## src/sv/tedb_pkg.sv

```systemverilog
// tedb_pkg: shared types, codes and key classification for the text edit buffer
// used by tedb_ctrl, tedb_store and text_edit_buffer_core; no dependencies
package tedb_pkg;

  localparam int CAPACITY_DEF = 8192;
  localparam int CNT_W        = 14;
  localparam int IDX_W        = 13;
  localparam int OP_W         = 2;
  localparam int BYTE_W       = 8;

  localparam logic [CNT_W-1:0]  COUNT_MAX = 14'h3FFF;
  localparam logic [BYTE_W-1:0] CPR_RESET = 8'd76;

  localparam logic [OP_W-1:0] OP_KEY  = 2'd0;
  localparam logic [OP_W-1:0] OP_READ = 2'd1;
  localparam logic [OP_W-1:0] OP_LOAD = 2'd2;

  localparam logic [BYTE_W-1:0] PRINT_LO = 8'h20;
  localparam logic [BYTE_W-1:0] PRINT_HI = 8'h7E;
  localparam logic [BYTE_W-1:0] KEY_LF   = 8'h0A;
  localparam logic [BYTE_W-1:0] KEY_CR   = 8'h0D;
  localparam logic [BYTE_W-1:0] KEY_BS   = 8'h08;
  localparam logic [BYTE_W-1:0] KEY_DEL  = 8'h7F;

  typedef enum logic [1:0] {
    KC_NONE    = 2'd0,
    KC_PRINT   = 2'd1,
    KC_NEWLINE = 2'd2,
    KC_DELETE  = 2'd3
  } key_kind_t;

  typedef enum logic [4:0] {
    ST_IDLE = 5'b00001,
    ST_INS  = 5'b00010,
    ST_PUT  = 5'b00100,
    ST_DEL  = 5'b01000,
    ST_RD   = 5'b10000
  } state_t;

  function automatic key_kind_t key_class(input logic [BYTE_W-1:0] k);
    key_kind_t kc;
    kc = KC_NONE;
    if (k inside {[PRINT_LO:PRINT_HI]}) begin
      kc = KC_PRINT;
    end else if (k inside {KEY_LF, KEY_CR}) begin
      kc = KC_NEWLINE;
    end else if (k inside {KEY_BS, KEY_DEL}) begin
      kc = KC_DELETE;
    end
    return kc;
  endfunction

endpackage

```

## src/sv/tedb_ctrl.sv

```systemverilog
// tedb_ctrl: sequencer for key, read and load ops; moves the tail one byte per cycle
// holds length, cursor, row, column and columns_per_row; uses tedb_pkg, drives tedb_store
module tedb_ctrl #(
  parameter int CAPACITY = tedb_pkg::CAPACITY_DEF,
  parameter int AW       = $clog2(CAPACITY)
) (
  input  logic                        clk,
  input  logic                        rst_n,
  input  logic                        start,
  output logic                        busy,
  input  logic [tedb_pkg::OP_W-1:0]   in_op,
  input  logic [tedb_pkg::BYTE_W-1:0] in_key_code,
  input  logic [tedb_pkg::IDX_W-1:0]  in_read_index,
  input  logic                        cfg_wr_en,
  input  logic [tedb_pkg::BYTE_W-1:0] cfg_wr_data,
  output logic                        out_strobe,
  output logic                        out_changed,
  output logic [tedb_pkg::BYTE_W-1:0] out_read_byte,
  output logic [tedb_pkg::CNT_W-1:0]  out_text_length,
  output logic [tedb_pkg::CNT_W-1:0]  out_cursor_index,
  output logic [tedb_pkg::CNT_W-1:0]  out_cursor_line,
  output logic [tedb_pkg::CNT_W-1:0]  out_cursor_column,
  output logic                        out_store_full,
  output logic                        mem_wr_en,
  output logic [AW-1:0]               mem_wr_addr,
  output logic [tedb_pkg::BYTE_W-1:0] mem_wr_data,
  output logic                        mem_rd_en,
  output logic [AW-1:0]               mem_rd_addr,
  input  logic [tedb_pkg::BYTE_W-1:0] mem_rd_data
);
  import tedb_pkg::*;

  localparam int CW = ((AW > IDX_W) ? AW : IDX_W) + 1;
  localparam logic [AW-1:0] FULL_LEN = AW'(CAPACITY - 1);
  localparam logic [AW-1:0] ONE      = AW'(1);

  state_t            state_r, state_nxt;
  logic [AW-1:0]     length_r, length_nxt;
  logic [AW-1:0]     cursor_r, cursor_nxt;
  logic [CNT_W-1:0]  row_r, row_nxt;
  logic [CNT_W-1:0]  col_r, col_nxt;
  logic [BYTE_W-1:0] cpr_r, cpr_nxt;
  logic [AW-1:0]     ptr_r, ptr_nxt;
  key_kind_t         kind_r, kind_nxt;
  logic [BYTE_W-1:0] byte_r, byte_nxt;
  logic              strobe_r, strobe_nxt;
  logic              changed_r, changed_nxt;
  logic [BYTE_W-1:0] rdb_r, rdb_nxt;

  key_kind_t         kc_in;
  key_kind_t         kind_sel;
  logic [BYTE_W-1:0] byte_in;
  logic              full;
  logic              apply;

  assign kc_in   = key_class(in_key_code);
  assign byte_in = (kc_in == KC_PRINT) ? in_key_code : KEY_LF;
  assign full    = (length_r == FULL_LEN);
  assign busy    = (state_r != ST_IDLE);

  always_comb begin
    state_nxt   = state_r;
    length_nxt  = length_r;
    cursor_nxt  = cursor_r;
    row_nxt     = row_r;
    col_nxt     = col_r;
    cpr_nxt     = cfg_wr_en ? cfg_wr_data : cpr_r;
    ptr_nxt     = ptr_r;
    kind_nxt    = kind_r;
    byte_nxt    = byte_r;
    strobe_nxt  = 1'b0;
    changed_nxt = 1'b0;
    rdb_nxt     = '0;
    mem_wr_en   = 1'b0;
    mem_wr_addr = '0;
    mem_wr_data = '0;
    mem_rd_en   = 1'b0;
    mem_rd_addr = '0;
    apply       = 1'b0;
    kind_sel    = kind_r;

    case (state_r)
      ST_IDLE: begin
        kind_sel = kc_in;
        if (start) begin
          kind_nxt = kc_in;
          byte_nxt = byte_in;
          case (in_op)
            OP_KEY: begin
              case (kc_in)
                KC_PRINT, KC_NEWLINE: begin
                  if (full) begin
                    strobe_nxt = 1'b1;
                  end else if (cursor_r == length_r) begin
                    mem_wr_en   = 1'b1;
                    mem_wr_addr = cursor_r;
                    mem_wr_data = byte_in;
                    apply       = 1'b1;
                  end else begin
                    mem_rd_en   = 1'b1;
                    mem_rd_addr = length_r - ONE;
                    ptr_nxt     = length_r - ONE;
                    state_nxt   = ST_INS;
                  end
                end
                KC_DELETE: begin
                  if (cursor_r == '0) begin
                    strobe_nxt = 1'b1;
                  end else if (cursor_r == length_r) begin
                    apply = 1'b1;
                  end else begin
                    mem_rd_en   = 1'b1;
                    mem_rd_addr = cursor_r;
                    ptr_nxt     = cursor_r;
                    state_nxt   = ST_DEL;
                  end
                end
                default: begin
                  strobe_nxt = 1'b1;
                end
              endcase
            end
            OP_READ: begin
              if (CW'(in_read_index) < CW'(length_r)) begin
                mem_rd_en   = 1'b1;
                mem_rd_addr = AW'(in_read_index);
                state_nxt   = ST_RD;
              end else begin
                strobe_nxt = 1'b1;
              end
            end
            OP_LOAD: begin
              strobe_nxt = 1'b1;
              if (!full) begin
                mem_wr_en   = 1'b1;
                mem_wr_addr = length_r;
                mem_wr_data = in_key_code;
                length_nxt  = length_r + ONE;
                changed_nxt = 1'b1;
              end
            end
            default: begin
              strobe_nxt = 1'b1;
            end
          endcase
        end
      end
      ST_INS: begin
        mem_wr_en   = 1'b1;
        mem_wr_addr = ptr_r + ONE;
        mem_wr_data = mem_rd_data;
        if (ptr_r == cursor_r) begin
          state_nxt = ST_PUT;
        end else begin
          mem_rd_en   = 1'b1;
          mem_rd_addr = ptr_r - ONE;
          ptr_nxt     = ptr_r - ONE;
        end
      end
      ST_PUT: begin
        mem_wr_en   = 1'b1;
        mem_wr_addr = cursor_r;
        mem_wr_data = byte_r;
        apply       = 1'b1;
        state_nxt   = ST_IDLE;
      end
      ST_DEL: begin
        mem_wr_en   = 1'b1;
        mem_wr_addr = ptr_r - ONE;
        mem_wr_data = mem_rd_data;
        if (ptr_r == length_r - ONE) begin
          apply     = 1'b1;
          state_nxt = ST_IDLE;
        end else begin
          mem_rd_en   = 1'b1;
          mem_rd_addr = ptr_r + ONE;
          ptr_nxt     = ptr_r + ONE;
        end
      end
      ST_RD: begin
        rdb_nxt    = mem_rd_data;
        strobe_nxt = 1'b1;
        state_nxt  = ST_IDLE;
      end
      default: begin
        state_nxt = ST_IDLE;
      end
    endcase

    if (apply) begin
      strobe_nxt  = 1'b1;
      changed_nxt = 1'b1;
      case (kind_sel)
        KC_PRINT: begin
          cursor_nxt = cursor_r + ONE;
          length_nxt = length_r + ONE;
          col_nxt    = (col_r < COUNT_MAX) ? col_r + CNT_W'(1) : col_r;
        end
        KC_NEWLINE: begin
          cursor_nxt = cursor_r + ONE;
          length_nxt = length_r + ONE;
          row_nxt    = (row_r < COUNT_MAX) ? row_r + CNT_W'(1) : row_r;
          col_nxt    = '0;
        end
        KC_DELETE: begin
          cursor_nxt = cursor_r - ONE;
          length_nxt = length_r - ONE;
          if (col_r != '0) begin
            col_nxt = col_r - CNT_W'(1);
          end else begin
            col_nxt = (cpr_r != '0) ? CNT_W'(cpr_r) - CNT_W'(1) : '0;
            row_nxt = (row_r != '0) ? row_r - CNT_W'(1) : row_r;
          end
        end
        default: begin
          changed_nxt = 1'b0;
        end
      endcase
    end
  end

  always_ff @(posedge clk) begin
    if (!rst_n) begin
      state_r  <= ST_IDLE;
      length_r <= '0;
      cursor_r <= '0;
      row_r    <= '0;
      col_r    <= '0;
      cpr_r    <= CPR_RESET;
      strobe_r <= 1'b0;
    end else begin
      state_r  <= state_nxt;
      length_r <= length_nxt;
      cursor_r <= cursor_nxt;
      row_r    <= row_nxt;
      col_r    <= col_nxt;
      cpr_r    <= cpr_nxt;
      strobe_r <= strobe_nxt;
    end
  end

  always_ff @(posedge clk) begin
    ptr_r     <= ptr_nxt;
    kind_r    <= kind_nxt;
    byte_r    <= byte_nxt;
    changed_r <= changed_nxt;
    rdb_r     <= rdb_nxt;
  end

  assign out_strobe        = strobe_r;
  assign out_changed       = changed_r;
  assign out_read_byte     = rdb_r;
  assign out_text_length   = CNT_W'(length_r);
  assign out_cursor_index  = CNT_W'(cursor_r);
  assign out_cursor_line   = row_r;
  assign out_cursor_column = col_r;
  assign out_store_full    = full;

endmodule

```

## config.mk

```make
export PLATFORM = sky130hd
export DESIGN_NAME = tedb_ctrl
export DESIGN_NICKNAME = d
export VERILOG_FILES = /design/src/sv/tedb_pkg.sv /design/src/sv/tedb_ctrl.sv
export SDC_FILE = /design/constraint.sdc
export NUM_CORES = 1
export LEC_CHECK = 0
export BUFFER_PORTS_ARGS = -buffer_cell sky130_fd_sc_hd__buf_2
export CAP_MARGIN = 0
export CELL_PAD_IN_SITES_DETAIL_PLACEMENT = 1
export CELL_PAD_IN_SITES_GLOBAL_PLACEMENT = 2
export CORE_MARGIN = 1.5
export CORE_UTILIZATION = 31
export DETAILED_ROUTE_END_ITERATION = 7
export HOLD_SLACK_MARGIN = 0.06
export PLACE_DENSITY_LB_ADDON = 0.1
export SLEW_MARGIN = 40
export SYNTH_ARGS = -nofsm -noshare
export SYNTH_HDL_FRONTEND = slang
export SYNTH_SLANG_ARGS = --single-unit
```

## constraint.sdc

```tcl
create_clock -name clk -period 5.95 [get_ports clk]
set_input_delay 1.4875 -clock clk [delete_from_list [all_inputs] [get_ports clk]]
set_output_delay 1.4875 -clock clk [all_outputs]
set_load 0.01 [all_outputs]
```

==> summary.txt, run 1 <==
GRT
  • Initial antenna violation count: 0
  • Total global routing track utilization: 0.2553
  • Total grt overflow: 0
  • Vias in the first global route: about 10000
  • Largest net degree at the start of global routing: 33
  • First-pass GRT wire length: roughly 61000 um

Clock network
  • Skew-Pair Late Insertion Delay: 0.36 ns
  • CTS buffer count: 9
  • Clock tree buffer depth: 2
  • Clk sinks: 100
  • CTS tree: built
  • Setup Buffers After CTS: 0
  • Post-CTS sizing: 0
  • Reg clk slew, reported paths: roughly 0.070 ns
  • CTS root buf: clkbuf_16
  • Cts hold-fix bufs: 0
  • H-Tree Depth: 3

Worst setup path
  • CP Data Required Time: 4.46 ns
  • Flop-to-flop setup slack: around 1.5 ns
  • Worst setup SP type: input port
  • CP Capture Type: output pin
  • Critical-path maximum fanout: 19
  • Reg-to-Reg Start: state_r[3]
  • Crit path DAT: 4.24 ns
  • FF-to-FF path depth: 16
  • R2R Path End: out_cursor_line[13]
  • Setup CP Type: in2out

Drt
  • Starting DRT DRC Count: 730
  • DRT Wirelength: 39950 um
  • Wire per inst: roughly 23 um
  • DRT antenna net count: 0
  • Routed vias: around 10000
  • Vias/cell: approximately 6
  • Drt pass-1 iters: 5
  • DRC: 0

Floorplan
  • Cell row count: between 60 and 70
  • Die area: about 0.032 mm^2
  • Initial core utilization: 0.3168
  • Die X: between 150 and 200 um
  • Die height: 177.5 um
  • I/O Pins: 147
  • Core ar.: approximately 0.030 mm^2

Placement
  • DP Cell Count: roughly 1700
  • Post-DP HPWL: between 30000 and 40000 um
  • IO buf count: 144
  • Gpl congestion: between 0.8 and 0.9

Pwr
  • Static Leak: 0.004438 uW
  • Flop pwr share: 0.421
  • VDD IR max: about 120 uV
  • P_sw: around 600 uW
  • P_int: between 1000 and 1500 uW
  • Combinational Power Share: 0.230
  • Clock power share: 0.348
  • Sw Share: 0.3373
  • Power Density: 158.6 mW/mm^2

Synthesis
  • Post-synth EDFFs: 23
  • Syn. warnings: 0
  • Sequential-to-total area share from yosys stat: 0.2364
  • Main synth FF type: dfxtp_1
  • Post-Synthesis Cells: around 1200
  • Avg Inst Size Synth: 7.821 um^2
  • Number of synthesized register bits: 100
  • Post-Syn Area: around 0.0094 mm^2
  • Ys async rst share: 0
  • Yosys cell types: 81

Layout
  • Share of layout cells above drive strength 1: 0.1851
  • Area occupied by multi-input gates: 0.006640 mm^2
  • Ant diodes: 0
  • Non-Filler Instances: 1708
  • Area grow syn2layout: 15.73%
  • Fin nets: about 1400
  • FF+latch area: ~0.0022 mm^2
  • Fill cells: ~3700

STA
  • Max-slew violations: 0
  • Final period utilization: 0.9632
  • Final setup viols: 0
  • Clk_skew: roughly 0.015 ns
  • Worst-margin pin slew: 0.8927 ns
  • Unrepaired setup endpoints after global routing: no
  • FMAX: 174.5 MHz
  • Final TNS setup: 0 ns
  • Crit path time final: around 5.7 ns
  • Slew HR: 0.4026
  • Hold Fails Final Rpt: 0

Job
  • Max-cap violations: 0

Outcome
  • Status: finished clean

Worst hold path
  • Worst hold path depth: 2
  • Hold endpoint: cpr_r[6]
  • Min-delay src: cpr_r[6]
  • Hold/Removal Path Class: reg2reg
==> sequential cells by signal (all words and copies together) (netlist names) <==
register	cells
out_cursor_column	14
out_cursor_line	14
cursor_r	13
length_r	13
ptr_r	13
byte_r	8
cpr_r	8
out_read_byte	8
state_r	5
kind_r	2
out_changed	1
out_strobe	1
==> layout make-up <==
type / instances / area share
Inverter: 48 / 0.01649
Multi-Input combinational cell: 960 / 0.6078
Timing Repair Buffer: 194 / 0.1015
Sequential cell: 100 / 0.2043
Clock buffer: 9 / 0.02061
Tap cell: 390 / 0.04466
Clock inverter: 7 / 0.004695
==> layer usage <==
metal,vias up,track usage,routed length [um]
li1,4691,-,-
met2,309,0.4165,18220
met4,0,0.06548,850
met3,43,0.03235,2206
met5,-,0,0
met1,4951,0.3538,18680
==> worst max-delay path, stage by stage <==
cell and delay, ns:
buf_2 0.13, or4_1 0.57, nor4_1 0.21, o21ai_0 0.15
nand2_1 0.11, ha_1 0.16, nand2_1 0.08, buf_4 0.18
nor4b_2 0.31, buf_12 0.21, a22oi_1 0.08, o21ai_0 0.34
buf_2 0.21
==> worst max path at each step <==
stage,end,from,cells past startpoint,slack (ns)
floorplan,out_cursor_line[13],in_key_code[4],16,0.12
global placement,mem_rd_en,in_key_code[4],12,0.16
detailed placement,mem_wr_addr[8],in_key_code[4],13,0.26
CTS,mem_wr_addr[8],in_key_code[4],13,0.27
global route,mem_wr_data[3],in_key_code[4],14,0.03
finish,mem_wr_addr[8],in_key_code[4],13,0.22
==> through the flow <==
step                      worst slack (ns)  hold slack [ns]  power [uW]    util  area (um^2)
after detailed placement            0.2583           0.5200        1140  0.3574        10650
after global placement              0.1561           0.5113        1137  0.3568        10630
final                               0.2191           0.5421        1733  0.3667        10930
after CTS                           0.2703           0.5478        1758  0.3667        10930
after floorplan                     0.1178           0.4794       992.9       -         9450
after global routing               0.02541           0.5716        1816  0.3667        10930
==> synthesized netlist by cell type, drive strengths merged, types with 17 or more instances <==
cell	count	area share
nor2	126	0.050
clkbuf	80	0.032
dfxtp	77	0.16
xnor2	77	0.071
nand2	76	0.030
a21oi	63	0.036
o21ai	61	0.032
ha	49	0.065
inv	47	0.019
nand3	42	0.022
mux2i	34	0.036
a22oi	27	0.021
and3	27	0.018
nor3	27	0.014
edfxtp	23	0.073
xor2	22	0.020
buf	21	0.015
nor4	21	0.015
nand2b	20	0.013
a211oi	19	0.016
nand4	17	0.011
o221ai	17	0.016
==> power groups by stage <==
stage | sequential, uW | clock (uW) | combinational, uW
final | 730 | 604 | 399
after global routing | 732 | 651 | 432
after CTS | 730 | 632 | 396
after detailed placement | 746 | 0 | 394
after global placement | 746 | 0 | 391
after floorplan | 736 | 0 | 257
==> cells in the final DEF, fill, tap and decap left out, types with 11 or more instances in the layout <==
master and instances:
buf_2 144, nor2_1 124, xnor2_1 77, dfxtp_1 77, nand2_1 76, a21oi_1 61
o21ai_0 59, buf_4 49, ha_1 48, inv_1 45, nand3_1 42, mux2i_1 34
and3_1 27, a22oi_1 27, nor3_1 26, edfxtp_1 23, xor2_1 22, nand2b_1 20
nor4_1 18, nand4_1 17, o221ai_1 17, a211oi_1 17, a221o_1 15, o22ai_1 15
o211ai_1 13, or3_1 13, a21o_1 11, a22o_1 11
==> cell families (layout without fill, tap and decap cells) <==
family	count (synthesis)	count (layout)	synth area share
compound gates	348	348	0.2648
other cells	1	3	0.0003972
fa+ha+maj	51	51	0.06919
xor+xnor	103	103	0.1014
simple gates	421	421	0.2258
mux	34	34	0.03605
buf+inv	149	258	0.06587
flops	100	100	0.2364
No activity file was read; power rests on OpenSTA's default activity.
==> run 2: changes to the inputs <==
- CORE_UTILIZATION: 31 -> 37
- clock period: 5.95 -> 7.3 ns (I/O delays scaled with it)
==> run 2 against run 1 <==
Compared with the run above: register-to-register slack improved by 0.80 ns; clock power decreased by 15%; combinational power is 25% lower; final cell count decreased by 5.1%; core utilization rose by 5.8 points; non-clock buffer count decreased by 27; worst hold slack got worse by 0.013 ns; sequential share of layout area is 0.51 points higher; critical path depth did not move; count of clock-buffer cells in the layout grew 1; first-iteration DRC count fell by 1.5%; critical path type unchanged.
==> summary.txt, run 2 (synthesis gave the netlist of run 1 again) <==
Clock network
  • CTS tree: built
  • CTS buffer count: 9
  • Clock tree buffer depth: 2
  • Reg clk slew, reported paths: approximately 0.070 ns
  • Clk sinks: 100
  • Skew-Pair Late Insertion Delay: about 0.37 ns
  • CTS root buf: clkbuf_16
  • H-Tree Depth: 3
  • Setup Buffers After CTS: 0
  • Cts hold-fix bufs: 0
  • Post-CTS sizing: 0

Worst setup path
  • CP Capture Type: output pin
  • Crit path DAT: roughly 4.7 ns
  • Flop-to-flop setup slack: around 2.3 ns
  • R2R Path End: out_cursor_line[13]
  • Slowest cell on crit path: ha_1
  • FF-to-FF path depth: 15
  • Worst Path Buf+Inv: 3
  • CP Data Required Time: 5.48 ns
  • Crit path max-delay family: compound AO/OA/AOI/OAI gates
  • Critical-path maximum fanout: 7
  • Reg-to-Reg Start: state_r[2]
  • Worst setup SP type: input port
  • Crit-path max cell delay: about 0.42 ns
  • Setup CP Type: in2out
  • Crit path cell chain: buf_2 > nand4_1 > o31a_1 > o21ai_0 > nand2_1 > ha_1 > nand2_1 > nor2_1 > buf_4 > a22oi_1 > o221ai_1 > a21o_1 > buf_2

Placement
  • Post-Place Worst Slack: 0.7825 ns
  • DP Cell Count: approximately 1600
  • Gpl congestion: 0.8780
  • Post-DP HPWL: 27640 um
  • IO buf count: approximately 140

Layout
  • Non-Filler Instances: 1621
  • Ant diodes: 0
  • Most common cell after layout, fill and taps aside: buf_2
  • Share of layout cells above drive strength 1: 0.1696
  • Most frequent cells in the layout: 144 x buf_2, 125 x nor2_1, 77 x xnor2_1, 77 x dfxtp_1, 75 x nand2_1
  • Final Util: 0.4246
  • Fill cells: about 3200
  • Area grow syn2layout: 12.94%
  • Fin nets: 1380

STA
  • Fin worst setup slack: just under 0.8 ns
  • Clk_skew: about 0.013 ns
  • Final setup viols: 0
  • Final period utilization: 0.8943
  • Worst-margin pin slew: 0.8771 ns
  • Max-slew violations: 0
  • Slew HR: 0.4131
  • Crit path time final: 6.528 ns
  • FMAX: around 150 MHz
  • Final TNS setup: 0 ns
  • Unrepaired setup endpoints after global routing: no
  • Hold Fails Final Rpt: 0

Worst hold path
  • Min-delay src: cpr_r[3]
  • Hold endpoint: cpr_r[3]
  • Hold/Removal Path Class: reg2reg
  • Worst hold path depth: 2

Floorplan
  • Initial core utilization: 0.3760
  • I/O Pins: 147
  • Die height: 162.7 um
  • Die area: between 0.02 and 0.03 mm^2
  • Cell row count: 58
  • Core ar.: between 0.02 and 0.03 mm^2
  • Die X: roughly 160 um

Pwr
  • Power Density: 132.7 mW/mm^2
  • Static Leak: about 0.0043 uW
  • VDD IR max: approximately 84 uV

Drt
  • DRT Wirelength: approximately 37000 um
  • Routed vias: roughly 10000
  • Vias/cell: between 6 and 7
  • Wire per inst: ~23 um
  • Drt pass-1 iters: 6
  • Starting DRT DRC Count: 719
  • DRC: 0
  • DRT antenna net count: 0

GRT
  • Largest net degree at the start of global routing: 36
  • Total grt overflow: 0
  • Total global routing track utilization: 0.2812
  • Vias in the first global route: 9674
  • Initial antenna violation count: 0
  • First-pass GRT wire length: between 50000 and 60000 um

Outcome
  • Status: finished clean

Job
  • Max-cap violations: 0
## run 2: cell types whose count changed in the layout (fill, tap and decap cells not counted), sizes merged
cell,delta
inv,+3
clkinvlp,-1
buf,-27
clkinv,-3
clkbuf,+1
## run 2: power breakdown
group	switching [uW]	internal, uW	total, uW	leakage, uW
registers	18.5	580	599	0.000833
logic	189	112	301	0.00335
clock network	266	248	515	0.000138
total	474	940	1410	0.00432
## run 2: final cells by class
class / count / area (um^2) / area share
Sequential cell: 100 / 2232 / 0.2094
Clock inverter: 6 / 52.55 / 0.004929
Clock buffer: 10 / 239.0 / 0.02242
Multi-Input combinational cell: 960 / 6644 / 0.6232
Tap cell: 330 / 412.9 / 0.03873
Inverter: 48 / 180.2 / 0.01690
Timing Repair Buffer: 167 / 900.9 / 0.08450
## run 2: worst max-delay path by stage
| stage | start | to | slack [ns] | cells after the start |
|---|---|---|---|---|
| 2_1_floorplan | in_key_code[7] | mem_wr_addr[5] | 0.81 | 10 |
| 3_3_place_gp | in_key_code[7] | mem_rd_addr[11] | 0.82 | 13 |
| 3_5_place_dp | in_key_code[7] | mem_rd_addr[11] | 0.78 | 13 |
| 4_1_cts | in_key_code[7] | mem_wr_data[3] | 0.77 | 13 |
| 5_1_grt | in_key_code[7] | mem_wr_data[3] | 0.55 | 13 |
| 6_report | in_key_code[1] | mem_rd_addr[11] | 0.77 | 13 |
## run 2: through the flow
step           hold WS [ns]  instance area [um^2]  total power (uW)
6_report             0.5294                 10660              1415
5_1_grt              0.5811                 10660              1478
4_1_cts              0.5354                 10630              1425
3_5_place_dp         0.5157                 10340             908.5
3_3_place_gp         0.5063                 10330             905.1
2_1_floorplan        0.4794                  9448             808.8
## run 2: worst min-delay path, delay by kind of cell (launching register included)
family           cells  cell delay (ns)
muxes                1             0.08
and+or+nand+nor      1             0.06
DFF                  1             0.37
## run 2: routing by layer
metal	vias to the layer above	global-route usage	routed length, um
met3	43	0.04074	2065
met4	0	0.09299	821
met5	-	0	0
li1	4639	-	-
met2	327	0.4689	17770
met1	4805	0.3712	16590
==> run 3: changes to the inputs <==
- CELL_PAD_IN_SITES_GLOBAL_PLACEMENT: 2 -> 1
- CORE_UTILIZATION: 37 -> 40
==> run 3 against run 2 <==
Compared with the run above: worst hold slack improved by 0.013 ns; combinational power about the same; die area decreased by 7.4%; power increased by 3.1%; maximum frequency decreased by 0.64%; largest cell class unchanged; largest power group unchanged.
==> summary.txt, run 3 (synthesis gave the netlist of run 1 again) <==
Drt
  • Routed vias: about 9900
  • DRC: 0
  • Starting DRT DRC Count: just over 800
  • Vias/cell: a little over 6
  • Wire per inst: 22.75 um
  • DRT Wirelength: approximately 37000 um
  • DRT antenna net count: 0
  • Drt pass-1 iters: 7

Worst setup path
  • CP Capture Type: output pin
  • Crit path cell chain: buf_2 > nand2b_1 > o31a_1 > o21ai_0 > nand2_1 > ha_1 > nand2_1 > nor4b_2 > buf_4 > a22oi_1 > o21ai_0 > buf_2
  • Worst Path Buf+Inv: 3
  • Slowest cell on crit path: ha_1
  • CP Data Required Time: 5.48 ns
  • Crit-path max cell delay: approximately 0.44 ns
  • Worst setup SP type: input port
  • Critical-path maximum fanout: 19
  • Setup CP Type: in2out
  • Crit path DAT: between 4 and 5 ns
  • Crit path max-delay family: compound AO/OA/AOI/OAI gates

Floorplan
  • Core ar.: 0.02333 mm^2
  • Die X: about 160 um
  • Die area: around 0.025 mm^2
  • Cell row count: 56
  • Die height: around 160 um
  • I/O Pins: around 150
  • Initial core utilization: 0.4046

Layout
  • Most frequent cells in the layout: 144 x buf_2, 125 x nor2_1, 77 x xnor2_1, 77 x dfxtp_1, 76 x nand2_1
  • Ant diodes: 0
  • Share of layout cells above drive strength 1: 0.1652
  • Most common cell after layout, fill and taps aside: buf_2
  • Final Util: 0.4565
  • Area grow syn2layout: 12.83%
  • Fin nets: around 1400

Clock network
  • Reg clk slew, reported paths: ~0.070 ns
  • CTS tree: built
  • CTS buffer count: 9
  • Cts hold-fix bufs: 0
  • Setup Buffers After CTS: 0
  • H-Tree Depth: 3
  • CTS root buf: clkbuf_16
  • Clock tree buffer depth: 2
  • Clk sinks: 100
  • Skew-Pair Late Insertion Delay: ~0.37 ns
  • Post-CTS sizing: 0

Placement
  • IO buf count: 144
  • Post-DP HPWL: ~27000 um
  • Gpl congestion: between 0.8 and 0.9

STA
  • Slew HR: 0.4049
  • Worst-margin pin slew: slightly below 0.9 ns
  • Final setup viols: 0
  • Clk_skew: roughly 0.011 ns
  • Hold Fails Final Rpt: 0
  • Unrepaired setup endpoints after global routing: no
  • Max-slew violations: 0
  • Final period utilization: 0.9000
  • Final TNS setup: 0 ns
  • Crit path time final: ~6.6 ns
  • FMAX: 152.2 MHz

Pwr
  • Tot Pwr: between 1000 and 1500 uW
  • VDD IR max: ~100 uV
  • Power Density: 136.9 mW/mm^2
  • Static Leak: between 0.004 and 0.005 uW

Worst hold path
  • Hold/Removal Path Class: reg2reg

Job
  • Max-cap violations: 0

GRT
  • Initial antenna violation count: 0
  • First-pass GRT wire length: ~57000 um
  • Largest net degree at the start of global routing: 42
  • Total grt overflow: 0
  • Total global routing track utilization: 0.3020
  • Vias in the first global route: roughly 9900

Outcome
  • Status: finished clean
[run 3: cell count changes in the layout (fill, tap and decap cells not counted), sizes merged]
cell | before | now
inv | 51 | 48
buf | 167 | 165
clkbuf | 10 | 12
bufinv | 0 | 1
clkinv | 1 | 2
clkinvlp | 2 | 1
[run 3: routing by layer]
metal  part of all wire  up-vias  track usage
met5                  0        -            0
met4              0.036        0       0.1383
met3              0.067       82      0.04569
met2               0.47      382       0.4976
met1               0.43     4809       0.3886
li1                   -     4638            -
[run 3: area by class of cell]
type	count	area, um^2
repair buffers	165	878.3
inverters	48	180.2
clock buffers	12	279.0
clock inverters	4	51.30
fillers	2944	12680
well taps	319	399.1
multi-input cells	960	6631
flip-flops and latches	100	2232
[run 3: worst reg2reg max path: stages (launching register included)]
cell      delay (ns)
dfxtp_1         0.36
or3_1           0.40
nor3b_1         0.42
inv_1           0.28
a21oi_1         0.18
a21o_1          0.24
ha_2            0.37
ha_1            0.29
a211oi_1        0.25
o21bai_1        0.14
o311a_1         0.32
o41ai_1         0.55
o21ai_0         0.32
mux2i_1         0.22
o21a_1          0.18
mux2i_1         0.17
[run 3: worst paths after layout]
check | from | to | slack, ns | depth (start not counted)
setup / recovery | in_key_code[7] | mem_wr_addr[11] | 0.73 | 12
hold / removal | out_cursor_line[13] | out_cursor_line[13] | 0.54 | 2
setup reg to reg | state_r[2] | out_cursor_line[13] | 2.53 | 15
hold reg to reg | out_cursor_line[13] | out_cursor_line[13] | 0.54 | 2
[run 3: per-stage QoR]
step | instance area, um^2 | instances | hold slack (ns) | setup slack [ns]
after detailed placement | 10320 | 1592 | 0.5199 | 0.8191
final | 10650 | 1608 | 0.5427 | 0.7301
after global placement | 10310 | 1592 | 0.5091 | 0.8941
after global routing | 10650 | 1608 | 0.5590 | 0.6206
after floorplan | 9448 | 1209 | 0.4794 | 0.8114
after CTS | 10650 | 1608 | 0.5421 | 0.8397
[run 3: where the power goes]
| group | switching (uW) | internal [uW] | leakage (uW) | total, uW |
|---|---|---|---|---|
| Clock | 247 | 309 | 0.000159 | 557 |
| Combinational | 190 | 112 | 0.00333 | 302 |
| Sequential | 19.0 | 580 | 0.000833 | 599 |
| Total | 457 | 1000 | 0.00433 | 1460 |
